==> config.mk <==
export PLATFORM = sky130hd
export DESIGN_NAME = eight_bit_accumulator_cpu
export DESIGN_NICKNAME = d
export VERILOG_FILES = /design/src/sv/ecpu_pkg.sv /design/src/sv/ecpu_ctrl.sv /design/src/sv/ecpu_dp.sv /design/src/sv/eight_bit_accumulator_cpu.sv
export SDC_FILE = /design/constraint.sdc
export NUM_CORES = 1
export LEC_CHECK = 0
export BUFFER_PORTS_ARGS = -buffer_cell sky130_fd_sc_hd__buf_2
export CAP_MARGIN = 20
export CORE_ASPECT_RATIO = 1.75
export CORE_UTILIZATION = 65
export CTS_CLUSTER_SIZE = 10
export DETAILED_ROUTE_END_ITERATION = 10
export PLACE_DENSITY = 0.93
export SYNTH_ARGS = -nofsm -noshare
export SYNTH_HDL_FRONTEND = slang
export SYNTH_SLANG_ARGS = --single-unit
export TNS_END_PERCENT = 50
==> constraint.sdc <==
create_clock -name clk_i -period 5.7 [get_ports clk_i]
set_input_delay 1.14 -clock clk_i [delete_from_list [all_inputs] [get_ports clk_i]]
set_output_delay 1.14 -clock clk_i [all_outputs]
set_load 0.05 [all_outputs]
==> src/sv/ecpu_pkg.sv <==
// ----------------------------------------------------------------------------
// ecpu_pkg: shared types and constants of the eight-bit accumulator CPU
// Command codes, opcodes, controller-to-datapath command and status bundles,
// and the layout of one result item.
// ----------------------------------------------------------------------------
package ecpu_pkg;

  localparam int unsigned MemDepth = 16;
  localparam int unsigned AddrW    = $clog2(MemDepth);

  // Host command codes carried in the input tuser field.
  localparam logic [1:0] CMD_WRITE = 2'd0;
  localparam logic [1:0] CMD_EXEC  = 2'd1;
  localparam logic [1:0] CMD_CLEAR = 2'd2;
  localparam logic [1:0] CMD_READ  = 2'd3;

  // Opcodes in the high nibble of an instruction byte.
  localparam logic [3:0] OP_NOP = 4'h0;
  localparam logic [3:0] OP_LDA = 4'h1;
  localparam logic [3:0] OP_ADD = 4'h2;
  localparam logic [3:0] OP_SUB = 4'h3;
  localparam logic [3:0] OP_STA = 4'h4;
  localparam logic [3:0] OP_LDI = 4'h5;
  localparam logic [3:0] OP_JMP = 4'h6;
  localparam logic [3:0] OP_JC  = 4'h7;
  localparam logic [3:0] OP_JZ  = 4'h8;
  localparam logic [3:0] OP_OUT = 4'hE;
  localparam logic [3:0] OP_HLT = 4'hF;

  // Reported instruction lengths in clock cycles.
  localparam logic [2:0] CYC_INSTR = 3'd5;
  localparam logic [2:0] CYC_HALT  = 3'd3;

  // Source of the memory read address.
  typedef enum logic [1:0] {
    RD_HOST,
    RD_PC,
    RD_OPND
  } rd_sel_e;

  typedef struct packed {
    logic    item_start;
    logic    wr_host;
    logic    clr_regs;
    rd_sel_e rd_sel;
    logic    fetch;
    logic    exec;
    logic    cap_read;
    logic    load_out;
  } ctrl_cmd_t;

  typedef struct packed {
    logic halted;
  } dp_status_t;

  // One result item, out_value in the lowest bits.
  typedef struct packed {
    logic [3:0]       pad;
    logic [7:0]       read_data;
    logic             zero_flag;
    logic             carry_flag;
    logic [7:0]       accum;
    logic [AddrW-1:0] prog_counter;
    logic [2:0]       cycle_count;
    logic             illegal;
    logic             halted;
    logic             out_strobe;
    logic [7:0]       out_value;
  } result_t;

endpackage

==> src/sv/ecpu_ctrl.sv <==
// ----------------------------------------------------------------------------
// ecpu_ctrl: sequencing controller of the eight-bit accumulator CPU
// Accepts host items, steps fetch and execute through the datapath and
// hands finished results to the output register.
// ----------------------------------------------------------------------------
module ecpu_ctrl (
  input  logic                   clk_i,
  input  logic                   rst_ni,
  input  logic                   in_valid_i,
  output logic                   in_ready_o,
  input  logic [1:0]             cmd_i,
  output logic                   out_valid_o,
  input  logic                   out_ready_i,
  input  ecpu_pkg::dp_status_t   status_i,
  output ecpu_pkg::ctrl_cmd_t    cmd_o
);

  typedef enum logic [2:0] {
    S_IDLE,
    S_FETCH,
    S_EXEC,
    S_READ,
    S_DONE
  } state_e;

  state_e state_q, state_d;
  logic   out_vld_q, out_vld_d;
  logic   accept;

  assign in_ready_o  = (state_q == S_IDLE);
  assign accept      = in_valid_i && in_ready_o;
  assign out_valid_o = out_vld_q;

  always_comb begin
    cmd_o        = '0;
    cmd_o.rd_sel = ecpu_pkg::RD_HOST;
    state_d      = state_q;
    unique case (state_q)
      S_IDLE: begin
        if (accept) begin
          cmd_o.item_start = 1'b1;
          unique case (cmd_i)
            ecpu_pkg::CMD_WRITE: begin
              cmd_o.wr_host = 1'b1;
              state_d       = S_DONE;
            end
            ecpu_pkg::CMD_CLEAR: begin
              cmd_o.clr_regs = 1'b1;
              state_d        = S_DONE;
            end
            ecpu_pkg::CMD_READ: begin
              state_d = S_READ;
            end
            ecpu_pkg::CMD_EXEC: begin
              // A halted machine does not execute: the item changes nothing.
              if (status_i.halted) begin
                state_d = S_DONE;
              end else begin
                cmd_o.rd_sel = ecpu_pkg::RD_PC;
                state_d      = S_FETCH;
              end
            end
            default: state_d = S_DONE;
          endcase
        end
      end
      S_FETCH: begin
        cmd_o.fetch  = 1'b1;
        cmd_o.rd_sel = ecpu_pkg::RD_OPND;
        state_d      = S_EXEC;
      end
      S_EXEC: begin
        cmd_o.exec = 1'b1;
        state_d    = S_DONE;
      end
      S_READ: begin
        cmd_o.cap_read = 1'b1;
        state_d        = S_DONE;
      end
      S_DONE: begin
        if (!out_vld_q || out_ready_i) begin
          cmd_o.load_out = 1'b1;
          state_d        = S_IDLE;
        end
      end
      default: state_d = S_IDLE;
    endcase
  end

  always_comb begin
    out_vld_d = out_vld_q;
    if (cmd_o.load_out) begin
      out_vld_d = 1'b1;
    end else if (out_ready_i) begin
      out_vld_d = 1'b0;
    end
  end

  always_ff @(posedge clk_i or negedge rst_ni) begin
    if (!rst_ni) begin
      state_q   <= S_IDLE;
      out_vld_q <= 1'b0;
    end else begin
      state_q   <= state_d;
      out_vld_q <= out_vld_d;
    end
  end

endmodule

==> src/sv/ecpu_dp.sv <==
// ----------------------------------------------------------------------------
// ecpu_dp: datapath of the eight-bit accumulator CPU
// Unified program and data memory, registers, ALU and the result register.
// ----------------------------------------------------------------------------
module ecpu_dp (
  input  logic                           clk_i,
  input  logic                           rst_ni,
  input  logic [ecpu_pkg::AddrW-1:0]     addr_i,
  input  logic [7:0]                     wdata_i,
  input  ecpu_pkg::ctrl_cmd_t            cmd_i,
  output ecpu_pkg::dp_status_t           status_o,
  output ecpu_pkg::result_t              result_o
);

  localparam int unsigned AW = ecpu_pkg::AddrW;

  // Memory and per-entry valid bits; an entry never written reads as zero (NOP).
  logic [7:0]                  mem_q [ecpu_pkg::MemDepth];
  logic [ecpu_pkg::MemDepth-1:0] vld_q;
  logic [7:0]                  rdata_q;
  logic                        rvld_q;
  logic [7:0]                  rd_word;
  logic [AW-1:0]               raddr;
  logic                        we;
  logic [AW-1:0]               waddr;
  logic [7:0]                  wdat;

  logic [AW-1:0] pc_q, pc_d;
  logic [7:0]    acc_q, acc_d;
  logic [7:0]    b_q, b_d;
  logic [7:0]    out_q, out_d;
  logic          carry_q, carry_d;
  logic          zero_q, zero_d;
  logic          halt_q, halt_d;
  logic [7:0]    ir_q, ir_d;

  logic          strobe_q, strobe_d;
  logic          bad_q, bad_d;
  logic [2:0]    cyc_q, cyc_d;
  logic [7:0]    rdat_q, rdat_d;
  ecpu_pkg::result_t res_q;

  logic [3:0]    opcode;
  logic [AW-1:0] opnd;
  logic [7:0]    b_src;
  logic [8:0]    sum;

  assign rd_word = rvld_q ? rdata_q : 8'h00;
  assign opcode  = ir_q[7:4];
  assign opnd    = ir_q[AW-1:0];

  always_comb begin
    unique case (cmd_i.rd_sel)
      ecpu_pkg::RD_PC:   raddr = pc_q;
      ecpu_pkg::RD_OPND: raddr = rd_word[AW-1:0];
      default:           raddr = addr_i;
    endcase
  end

  // SUB adds the two's complement of the operand.
  assign b_src = (opcode == ecpu_pkg::OP_SUB) ? 8'(8'd0 - rd_word) : rd_word;
  assign sum   = {1'b0, acc_q} + {1'b0, b_src};

  always_comb begin
    pc_d     = pc_q;
    acc_d    = acc_q;
    b_d      = b_q;
    out_d    = out_q;
    carry_d  = carry_q;
    zero_d   = zero_q;
    halt_d   = halt_q;
    ir_d     = ir_q;
    strobe_d = strobe_q;
    bad_d    = bad_q;
    cyc_d    = cyc_q;
    rdat_d   = rdat_q;
    we       = 1'b0;
    waddr    = addr_i;
    wdat     = wdata_i;

    if (cmd_i.item_start) begin
      strobe_d = 1'b0;
      bad_d    = 1'b0;
      cyc_d    = 3'd0;
      rdat_d   = 8'h00;
    end
    if (cmd_i.wr_host) begin
      we = 1'b1;
    end
    if (cmd_i.clr_regs) begin
      pc_d    = '0;
      acc_d   = 8'h00;
      b_d     = 8'h00;
      out_d   = 8'h00;
      carry_d = 1'b0;
      zero_d  = 1'b0;
      halt_d  = 1'b0;
    end
    if (cmd_i.cap_read) begin
      rdat_d = rd_word;
    end
    if (cmd_i.fetch) begin
      ir_d = rd_word;
      pc_d = pc_q + AW'(1);
    end
    if (cmd_i.exec) begin
      cyc_d = ecpu_pkg::CYC_INSTR;
      unique case (opcode)
        ecpu_pkg::OP_NOP: ;
        ecpu_pkg::OP_LDA: acc_d = rd_word;
        ecpu_pkg::OP_ADD,
        ecpu_pkg::OP_SUB: begin
          b_d     = rd_word;
          acc_d   = sum[7:0];
          carry_d = sum[8];
          zero_d  = (sum[7:0] == 8'h00);
        end
        ecpu_pkg::OP_STA: begin
          we    = 1'b1;
          waddr = opnd;
          wdat  = acc_q;
        end
        ecpu_pkg::OP_LDI: acc_d = {4'h0, ir_q[3:0]};
        ecpu_pkg::OP_JMP: pc_d = opnd;
        ecpu_pkg::OP_JC:  if (carry_q) pc_d = opnd;
        ecpu_pkg::OP_JZ:  if (zero_q) pc_d = opnd;
        ecpu_pkg::OP_OUT: begin
          out_d    = acc_q;
          strobe_d = 1'b1;
        end
        ecpu_pkg::OP_HLT: begin
          cyc_d  = ecpu_pkg::CYC_HALT;
          halt_d = 1'b1;
        end
        default: bad_d = 1'b1;
      endcase
    end
  end

  always_ff @(posedge clk_i) begin
    if (we) begin
      mem_q[waddr] <= wdat;
    end
    rdata_q <= mem_q[raddr];
  end

  always_ff @(posedge clk_i or negedge rst_ni) begin
    if (!rst_ni) begin
      vld_q   <= '0;
      rvld_q  <= 1'b0;
      pc_q    <= '0;
      acc_q   <= 8'h00;
      b_q     <= 8'h00;
      out_q   <= 8'h00;
      carry_q <= 1'b0;
      zero_q  <= 1'b0;
      halt_q  <= 1'b0;
    end else begin
      if (we) begin
        vld_q[waddr] <= 1'b1;
      end
      rvld_q  <= vld_q[raddr];
      pc_q    <= pc_d;
      acc_q   <= acc_d;
      b_q     <= b_d;
      out_q   <= out_d;
      carry_q <= carry_d;
      zero_q  <= zero_d;
      halt_q  <= halt_d;
    end
  end

  always_ff @(posedge clk_i) begin
    ir_q     <= ir_d;
    strobe_q <= strobe_d;
    bad_q    <= bad_d;
    cyc_q    <= cyc_d;
    rdat_q   <= rdat_d;
    if (cmd_i.load_out) begin
      res_q.pad          <= 4'h0;
      res_q.read_data    <= rdat_q;
      res_q.zero_flag    <= zero_q;
      res_q.carry_flag   <= carry_q;
      res_q.accum        <= acc_q;
      res_q.prog_counter <= pc_q;
      res_q.cycle_count  <= cyc_q;
      res_q.illegal      <= bad_q;
      res_q.halted       <= halt_q;
      res_q.out_strobe   <= strobe_q;
      res_q.out_value    <= out_q;
    end
  end

  assign status_o.halted = halt_q;
  assign result_o        = res_q;

endmodule

==> src/sv/eight_bit_accumulator_cpu.sv <==
// ----------------------------------------------------------------------------
// eight_bit_accumulator_cpu: tiny accumulator CPU with a 16-byte memory
// Host items write or read a memory byte, clear the registers, or execute
// one instruction; each item returns one status item.
// ----------------------------------------------------------------------------
// Each input item produces exactly one result item. The block works on one
// item at a time, stepped by a controller through a single memory with a
// registered read port. A write or register clear goes from accept straight
// to the result load, a memory read passes a read-capture state first, and an
// executed instruction takes fetch read, operand read, execute and result
// load in order. A halted CPU answers an execute directly and changes
// nothing. The result register lets the next item be accepted while the
// previous result still waits on the output. Memory reads as all zeros after
// reset through per-byte valid bits, so no clearing pass is needed.
module eight_bit_accumulator_cpu (
  input  logic        clk_i,
  input  logic        rst_ni,
  input  logic        s_axis_tvalid_i,
  output logic        s_axis_tready_o,
  // [3:0] addr, [11:4] wdata, [15:12] zero
  input  logic [15:0] s_axis_tdata_i,
  // [1:0] cmd
  input  logic [1:0]  s_axis_tuser_i,
  output logic        m_axis_tvalid_o,
  input  logic        m_axis_tready_i,
  // [7:0] out_value, [8] out_strobe, [9] halted, [10] illegal,
  // [13:11] cycle_count, [17:14] prog_counter, [25:18] accum,
  // [26] carry_flag, [27] zero_flag, [35:28] read_data, [39:36] zero
  output logic [39:0] m_axis_tdata_o
);

  ecpu_pkg::ctrl_cmd_t  ctrl_cmd;
  ecpu_pkg::dp_status_t dp_status;
  ecpu_pkg::result_t    result;

  ecpu_ctrl u_ctrl (
    .clk_i       (clk_i),
    .rst_ni      (rst_ni),
    .in_valid_i  (s_axis_tvalid_i),
    .in_ready_o  (s_axis_tready_o),
    .cmd_i       (s_axis_tuser_i),
    .out_valid_o (m_axis_tvalid_o),
    .out_ready_i (m_axis_tready_i),
    .status_i    (dp_status),
    .cmd_o       (ctrl_cmd)
  );

  ecpu_dp u_dp (
    .clk_i    (clk_i),
    .rst_ni   (rst_ni),
    .addr_i   (s_axis_tdata_i[ecpu_pkg::AddrW-1:0]),
    .wdata_i  (s_axis_tdata_i[11:4]),
    .cmd_i    (ctrl_cmd),
    .status_o (dp_status),
    .result_o (result)
  );

  assign m_axis_tdata_o = result;

  // An accepted item keeps the input closed for at least the next cycle.
  a_busy_after_accept : assert property (@(posedge clk_i) disable iff (!rst_ni)
    (s_axis_tvalid_i && s_axis_tready_o) |=> !s_axis_tready_o)
    else $error("input ready right after an accepted item");

  // A new result is never loaded over one that is still waiting.
  a_no_overwrite : assert property (@(posedge clk_i) disable iff (!rst_ni)
    ctrl_cmd.load_out |-> (!m_axis_tvalid_o || m_axis_tready_i))
    else $error("result register overwritten while stalled");

  // An illegal opcode is still a full-length executed instruction.
  a_illegal_cycles : assert property (@(posedge clk_i) disable iff (!rst_ni)
    (m_axis_tvalid_o && result.illegal) |-> (result.cycle_count == ecpu_pkg::CYC_INSTR))
    else $error("illegal opcode reported with wrong cycle count");

endmodule
Word-level counts from Yosys, hierarchy flattened
Memories as Yosys holds them, arrays and structs flattened. A register that Yosys moved wholly into a read port is not among the register bits. Index checks and enable logic that the tools add are counted.

Register bits: 101. Latch bits: 0. Memory bits (writable): 128. Bits in read-only memories: 0. Input bits: 22. Output and inout port bits: 42. Word-level logic and storage cells: 137. Memories: 1.

Memories: u_dp.mem_q (depth 16, bits a word 8, rd ports 1, clocked after Yosys merged registers in 1, wr ports 1, RTL line ecpu_dp.sv:18) `logic [7:0] mem_q [ecpu_pkg::MemDepth];`.

$add $sub $neg: 3. $mul: 0. Divide/modulo/power cells: 0. Order comparisons: 3. Eq/ne operators: 21. Shift-type cells: 0. Muxes and demuxes: 67. Bitwise gates (word level): 1. Reductions and logical operators: 16.

Operator list (count): $mux W8 (11); $mux W1 (32); $mux W4 (7); $pmux W8 S3 (1); $mux W3 (7); $eq A4 B3 Y1 const B (4); $or A16 B16 Y16 (1); $eq A4 B4 Y1 const B (3); $pmux W3 S4 (1); $pmux W4 S3 (1); $reduce_or A11 Y1 (1); $lt A4 B5 Y1 const B (2); $add A8 B8 Y9 (1); $pmux W3 S3 (1); $eq A4 B2 Y1 const B (2); $logic_not A8 Y1 (1); $pmux W4 S2 (1); $sub A1 B8 Y8 const A (1); $eq A2 B2 Y1 const B (3); $eq A3 B2 Y1 const B (2); $reduce_bool A2 Y1 (3); $reduce_or A2 Y1 (3); $mux W5 (1); $add A4 B1 Y4 const B (1); other kinds (18) (20).

Depth between registers and ports, before layout
Word-level depth: 9. Gate-level depth with buffers: 15. Depth with buffers taken out: 12.

By module
From an unflattened synthesis, not the netlist that was laid out.

Cell total of the unflattened synthesis: 640. Area total of the unflattened synthesis: 10035.9 um^2.

Modules (own cells, without submodules): ecpu_dp (times used 1, cells an instance 611, area an instance 9748.1 um^2, seq. area each 6696.4 um^2); ecpu_ctrl (times used 1, cells an instance 29, area an instance 287.8 um^2, seq. area each 100.1 um^2).

Worst setup path after synthesis
No wires, ideal clock.

Kind: input to register. Start: in s_axis_tvalid_i. End: reg u_dp.rdata_q[3], read port of u_dp.mem_q. Setup time: 138 ps. Arrival time: 3714 ps. Required time: 5562 ps. Setup slack: 1848 ps. Cell stages on the path: 13. Path buffers: 2. Path through: or4b_4 > buf_6 > nor2_1 > and3_1 > inv_1 > ha_1 > a32oi_1 > nor2_1 > a21oi_1 > buf_2 > mux4_2 > mux2i_1 > mux2i_1.

Cells in the longest elaborated chain, start to end: 5. Elaborated cells on any way between the ends: 6. Those cells by class: eq/ne (2); mux (3); reduce/logical (1).

RTL lines: from (decl) (RTL line eight_bit_accumulator_cpu.sv:18) `input logic s_axis_tvalid_i,`; $logic_and A1 B1 Y1 (*) (RTL line ecpu_ctrl.sv:31) `assign accept = in_valid_i && in_ready_o;`; $mux W5 (*) (RTL line ecpu_ctrl.sv:40) `if (accept) begin`; $pmux W2 S2 (*) (RTL line ecpu_ctrl.sv:38) `unique case (state_q)`; $eq A2 B2 Y1 / $eq A2 B1 Y1 (equally long branches) (RTL line ecpu_dp.sv:53) `unique case (cmd_i.rd_sel)`; $pmux W4 S2 (*) (RTL line ecpu_dp.sv:53); to (decl) (RTL line ecpu_dp.sv:20) `logic [7:0] rdata_q;`.

Mark *: on every way between the ends. The rest lies on a longest branch, timed or not. A chain may end at the register's enable or synchronous reset.

Final worst setup path
Ends and elaborated chain as after synthesis.

==> flow_metrics.tcl <==
set metrics [dict create \
    worstSkewPairLatency_ns 0.52 \
    area_growth_pct 12.7 \
    postCtsSetupBuffers 0 \
    cts_resized 0 \
    drt_first_pass_iters 5 \
    io_pins 64 \
    maxSlewHeadroom 0.235 \
    cts_tree "yes" \
    avgSynthCellArea_um2 14.2 \
    finalCritPeriodShare 0.703 \
    dieHeight_um 165 \
    start_util 0.662 \
    ys_seq_elements 237 \
    drt_wl_total_um 21200 \
    cp.required_ns 6.14 \
    synthDistinctLibCells 62 \
    path_clk_slew_ns 0.05 \
    hp-class "reg2reg" \
    cts_buffers 27 \
    path_cells "buf_2 -> or4b_4 -> nor2_1 -> and3_1 -> inv_1 -> ha_1 -> a32oi_1 -> o21a_2 -> buf_4 -> nand2_1 -> a221oi_1 -> a21oi_1 -> mux2i_1" \
    synth-seq-area-share 0.692 \
    final_nets 791 \
    syn_area_mm2 0.00982 \
    final_util 0.746 \
    antenna_found_initial 0 \
    cts_root_buf "clkbuf_16" \
    insertedDiodeCount 0 \
    endpoint_kind "register" \
    drive_gt1_frac 0.162 \
    rsz0062_at_grt "false" \
    netlist_instances 691 \
    clk_path_buf_depth 3 \
    setup_violations 0 \
    cts_hold_buf 0 \
    skew_ns 0.0121 \
    async_reset_ff_frac 0.186 \
    ir_drop_uv 297 \
    synth_top_area_share 0.560 \
    port_buffers 55 \
    row_count 59 \
    cts_sinks 237 \
    grtUsageTotal 0.284 \
    via_per_inst 6.36 \
    final_area_mm2 0.0111 \
    grt_pass1_vias 6359 \
    hold_violations 0 \
    vias 6101 \
    grt_pass1_wl_um 32700 \
    power_density_mw_per_mm2 455 \
    fp.dieW_um 94.9 \
    status "completed" \
    grt-ovfl-total 0 \
    worst_path_dominant_cell_family "compound AO/OA/AOI/OAI gates" \
    netlist_top_cells_area "edfxtp_1 (56%), dfrtp_1 (11%), mux4_2 (5.0%)" \
    ys_warn_count 0 \
    slew_viol_final 0 \
    dp_hpwl_um 15100 \
    dpl_cell_area_mm2 0.0103 \
    htreeDepth 1 \
    p_leak_nw 4.20 \
    critPathSlowestCell "o21a_2" \
    ant_nets 0 \
    fp.dieArea_mm2 0.0156 \
    routabilityCongestion 0.962 \
    drt_iter0_drc 398 \
    max-cap-violations 0 \
    avgRoutedWirePerCell_um 22.1 \
    synth_area_leader_cell "edfxtp_1" \
    worst_pin_slew_ns 1.14 \
    dp_slack_ns 1.13 \
    synth-main-ff-cell "edfxtp_1" \
    synth-edff-count 183 \
    cpPeakStageDelay_ns 0.71 \
    grt_max_degree 45 \
    crit_buf_inv 3 \
    finalWorstSetupSlack_ns 1.69 \
    drc 0 \
    period_minus_slack_ns 4.01 \
    setup_total_negative_slack_ns 0 \
    arrival_ns 4.45 \
    crit_path_max_fanout 23 \
    start_kind "input pin" \
    critPathKind "in2reg" \
    core_mm2 0.0148 \
    max_clock_freq_ghz 0.249 \
]
-- cells by family after synthesis --
logic type	count (synthesis)	synth area share
AO/OA/AOI/OAI	119	0.0822
XOR/XNOR	15	0.0134
adder cells (fa/ha/maj)	13	0.0173
buffers and inverters	58	0.0268
flip-flops	237	0.692
multiplexers	43	0.0719
other	1	0.000382
AND/OR/NAND/NOR	205	0.0957
-- sequential cells by signal (all words and copies together) (netlist names), 3 cells and up --
signal and count:
u_dp.ir_q 8, u_ctrl.state_q 3, u_dp.acc_q 8, u_dp.out_q 8, u_dp.vld_q 16, u_dp.result_o 36
u_dp.pc_q 4, u_dp.rdata_q 8, u_dp.rdat_q 8, u_dp.mem_q 128, u_dp.cyc_q 3
-- path summary, 6_finish.rpt --
kind	from	slack [ns]	depth (start not counted)	end
setup reg to reg	u_ctrl.state_q[2]$_DFFE_PN0P_	1.82	12	u_dp.rdata_q[3]$_DFF_P_
setup / recovery	s_axis_tvalid_i	1.69	13	u_dp.rdata_q[3]$_DFF_P_
max in group asynchronous	rst_ni	4.81	2	u_dp.out_q[4]$_DFF_PN0_
min in group asynchronous	rst_ni	0.44	1	u_dp.status_o$_DFF_PN0_
hold reg to reg	u_dp.rdat_q[3]$_SDFFCE_PN0P_	0.42	0	u_dp.result_o[31]$_DFFE_PP_
hold / removal	u_dp.rdat_q[3]$_SDFFCE_PN0P_	0.42	0	u_dp.result_o[31]$_DFFE_PP_
-- through the flow --
| step | hold WS (ns) | std cells | power (mW) |
|---|---|---|---|
| 3_5_place_dp | 0.405 | 908 | 3.54 |
| 6_report | 0.419 | 959 | 5.04 |
| 3_3_place_gp | 0.405 | 908 | 3.47 |
| 5_1_grt | 0.425 | 959 | 5.24 |
| 2_1_floorplan | 0.400 | 694 | 3.22 |
| 4_1_cts | 0.419 | 957 | 5.03 |
-- synthesized netlist by cell type (4+ instances only) --
library cell	count
buf_2	11
nand2_1	86
a31oi_1	5
inv_1	25
nor3_1	8
a222oi_1	4
a22oi_1	7
clkbuf_1	14
dfxtp_1	10
nor2b_1	7
nor3b_1	4
nand3_1	16
a221oi_1	7
o21ai_1	8
or2_1	12
a22o_1	9
a21oi_1	36
dfrtp_1	44
edfxtp_1	183
xor2_1	4
and3_1	4
mux2i_1	21
mux4_2	22
xnor2_1	11
nor2_1	51
buf_4	4
a32oi_1	10
o21bai_1	6
o21ai_0	11
ha_1	12
-- per-layer routing --
| metal | track usage | part of all wire | up-vias |
|---|---|---|---|
| met1 | 0.291 | 0.33 | 3007 |
| met5 | 0 | 0 | - |
| li1 | - | - | 2718 |
| met3 | 0.0391 | 0.050 | 90 |
| met4 | 0.181 | 0.065 | 0 |
| met2 | 0.526 | 0.56 | 286 |
-- placed cells by master, fill, tap and decap left out, types with 8 or more instances in the layout --
| cell type | n |
|---|---|
| nor2_1 | 51 |
| mux4_2 | 22 |
| a32oi_1 | 10 |
| nor3_1 | 8 |
| mux2i_1 | 21 |
| inv_1 | 25 |
| xnor2_1 | 11 |
| a21oi_1 | 33 |
| nand3_1 | 16 |
| edfxtp_1 | 183 |
| dfxtp_1 | 10 |
| clkbuf_16 | 27 |
| o21ai_0 | 10 |
| a22o_1 | 9 |
| clkbuf_1 | 20 |
| dfrtp_1 | 44 |
| ha_1 | 12 |
| o21ai_1 | 8 |
| nand2_1 | 86 |
| buf_2 | 55 |
| or2_1 | 12 |
-- power by group --
| part | total, mW | switching, mW | internal [mW] |
|---|---|---|---|
| logic | 1.23 | 0.839 | 0.388 |
| clock network | 1.50 | 0.617 | 0.883 |
| registers | 2.31 | 0.163 | 2.15 |
| total | 5.04 | 1.62 | 3.42 |
-- cell type report --
type                       count  area (um2)
inverter                      26        97.6
multi-input combinational    399        2790
clock inverter                 2        13.8
fill                         880        3770
sequential                   237        6800
tap                          183         229
timing repair buffer          65         388
clock buffer                  47         751
(Power assumes the default switching activity.)
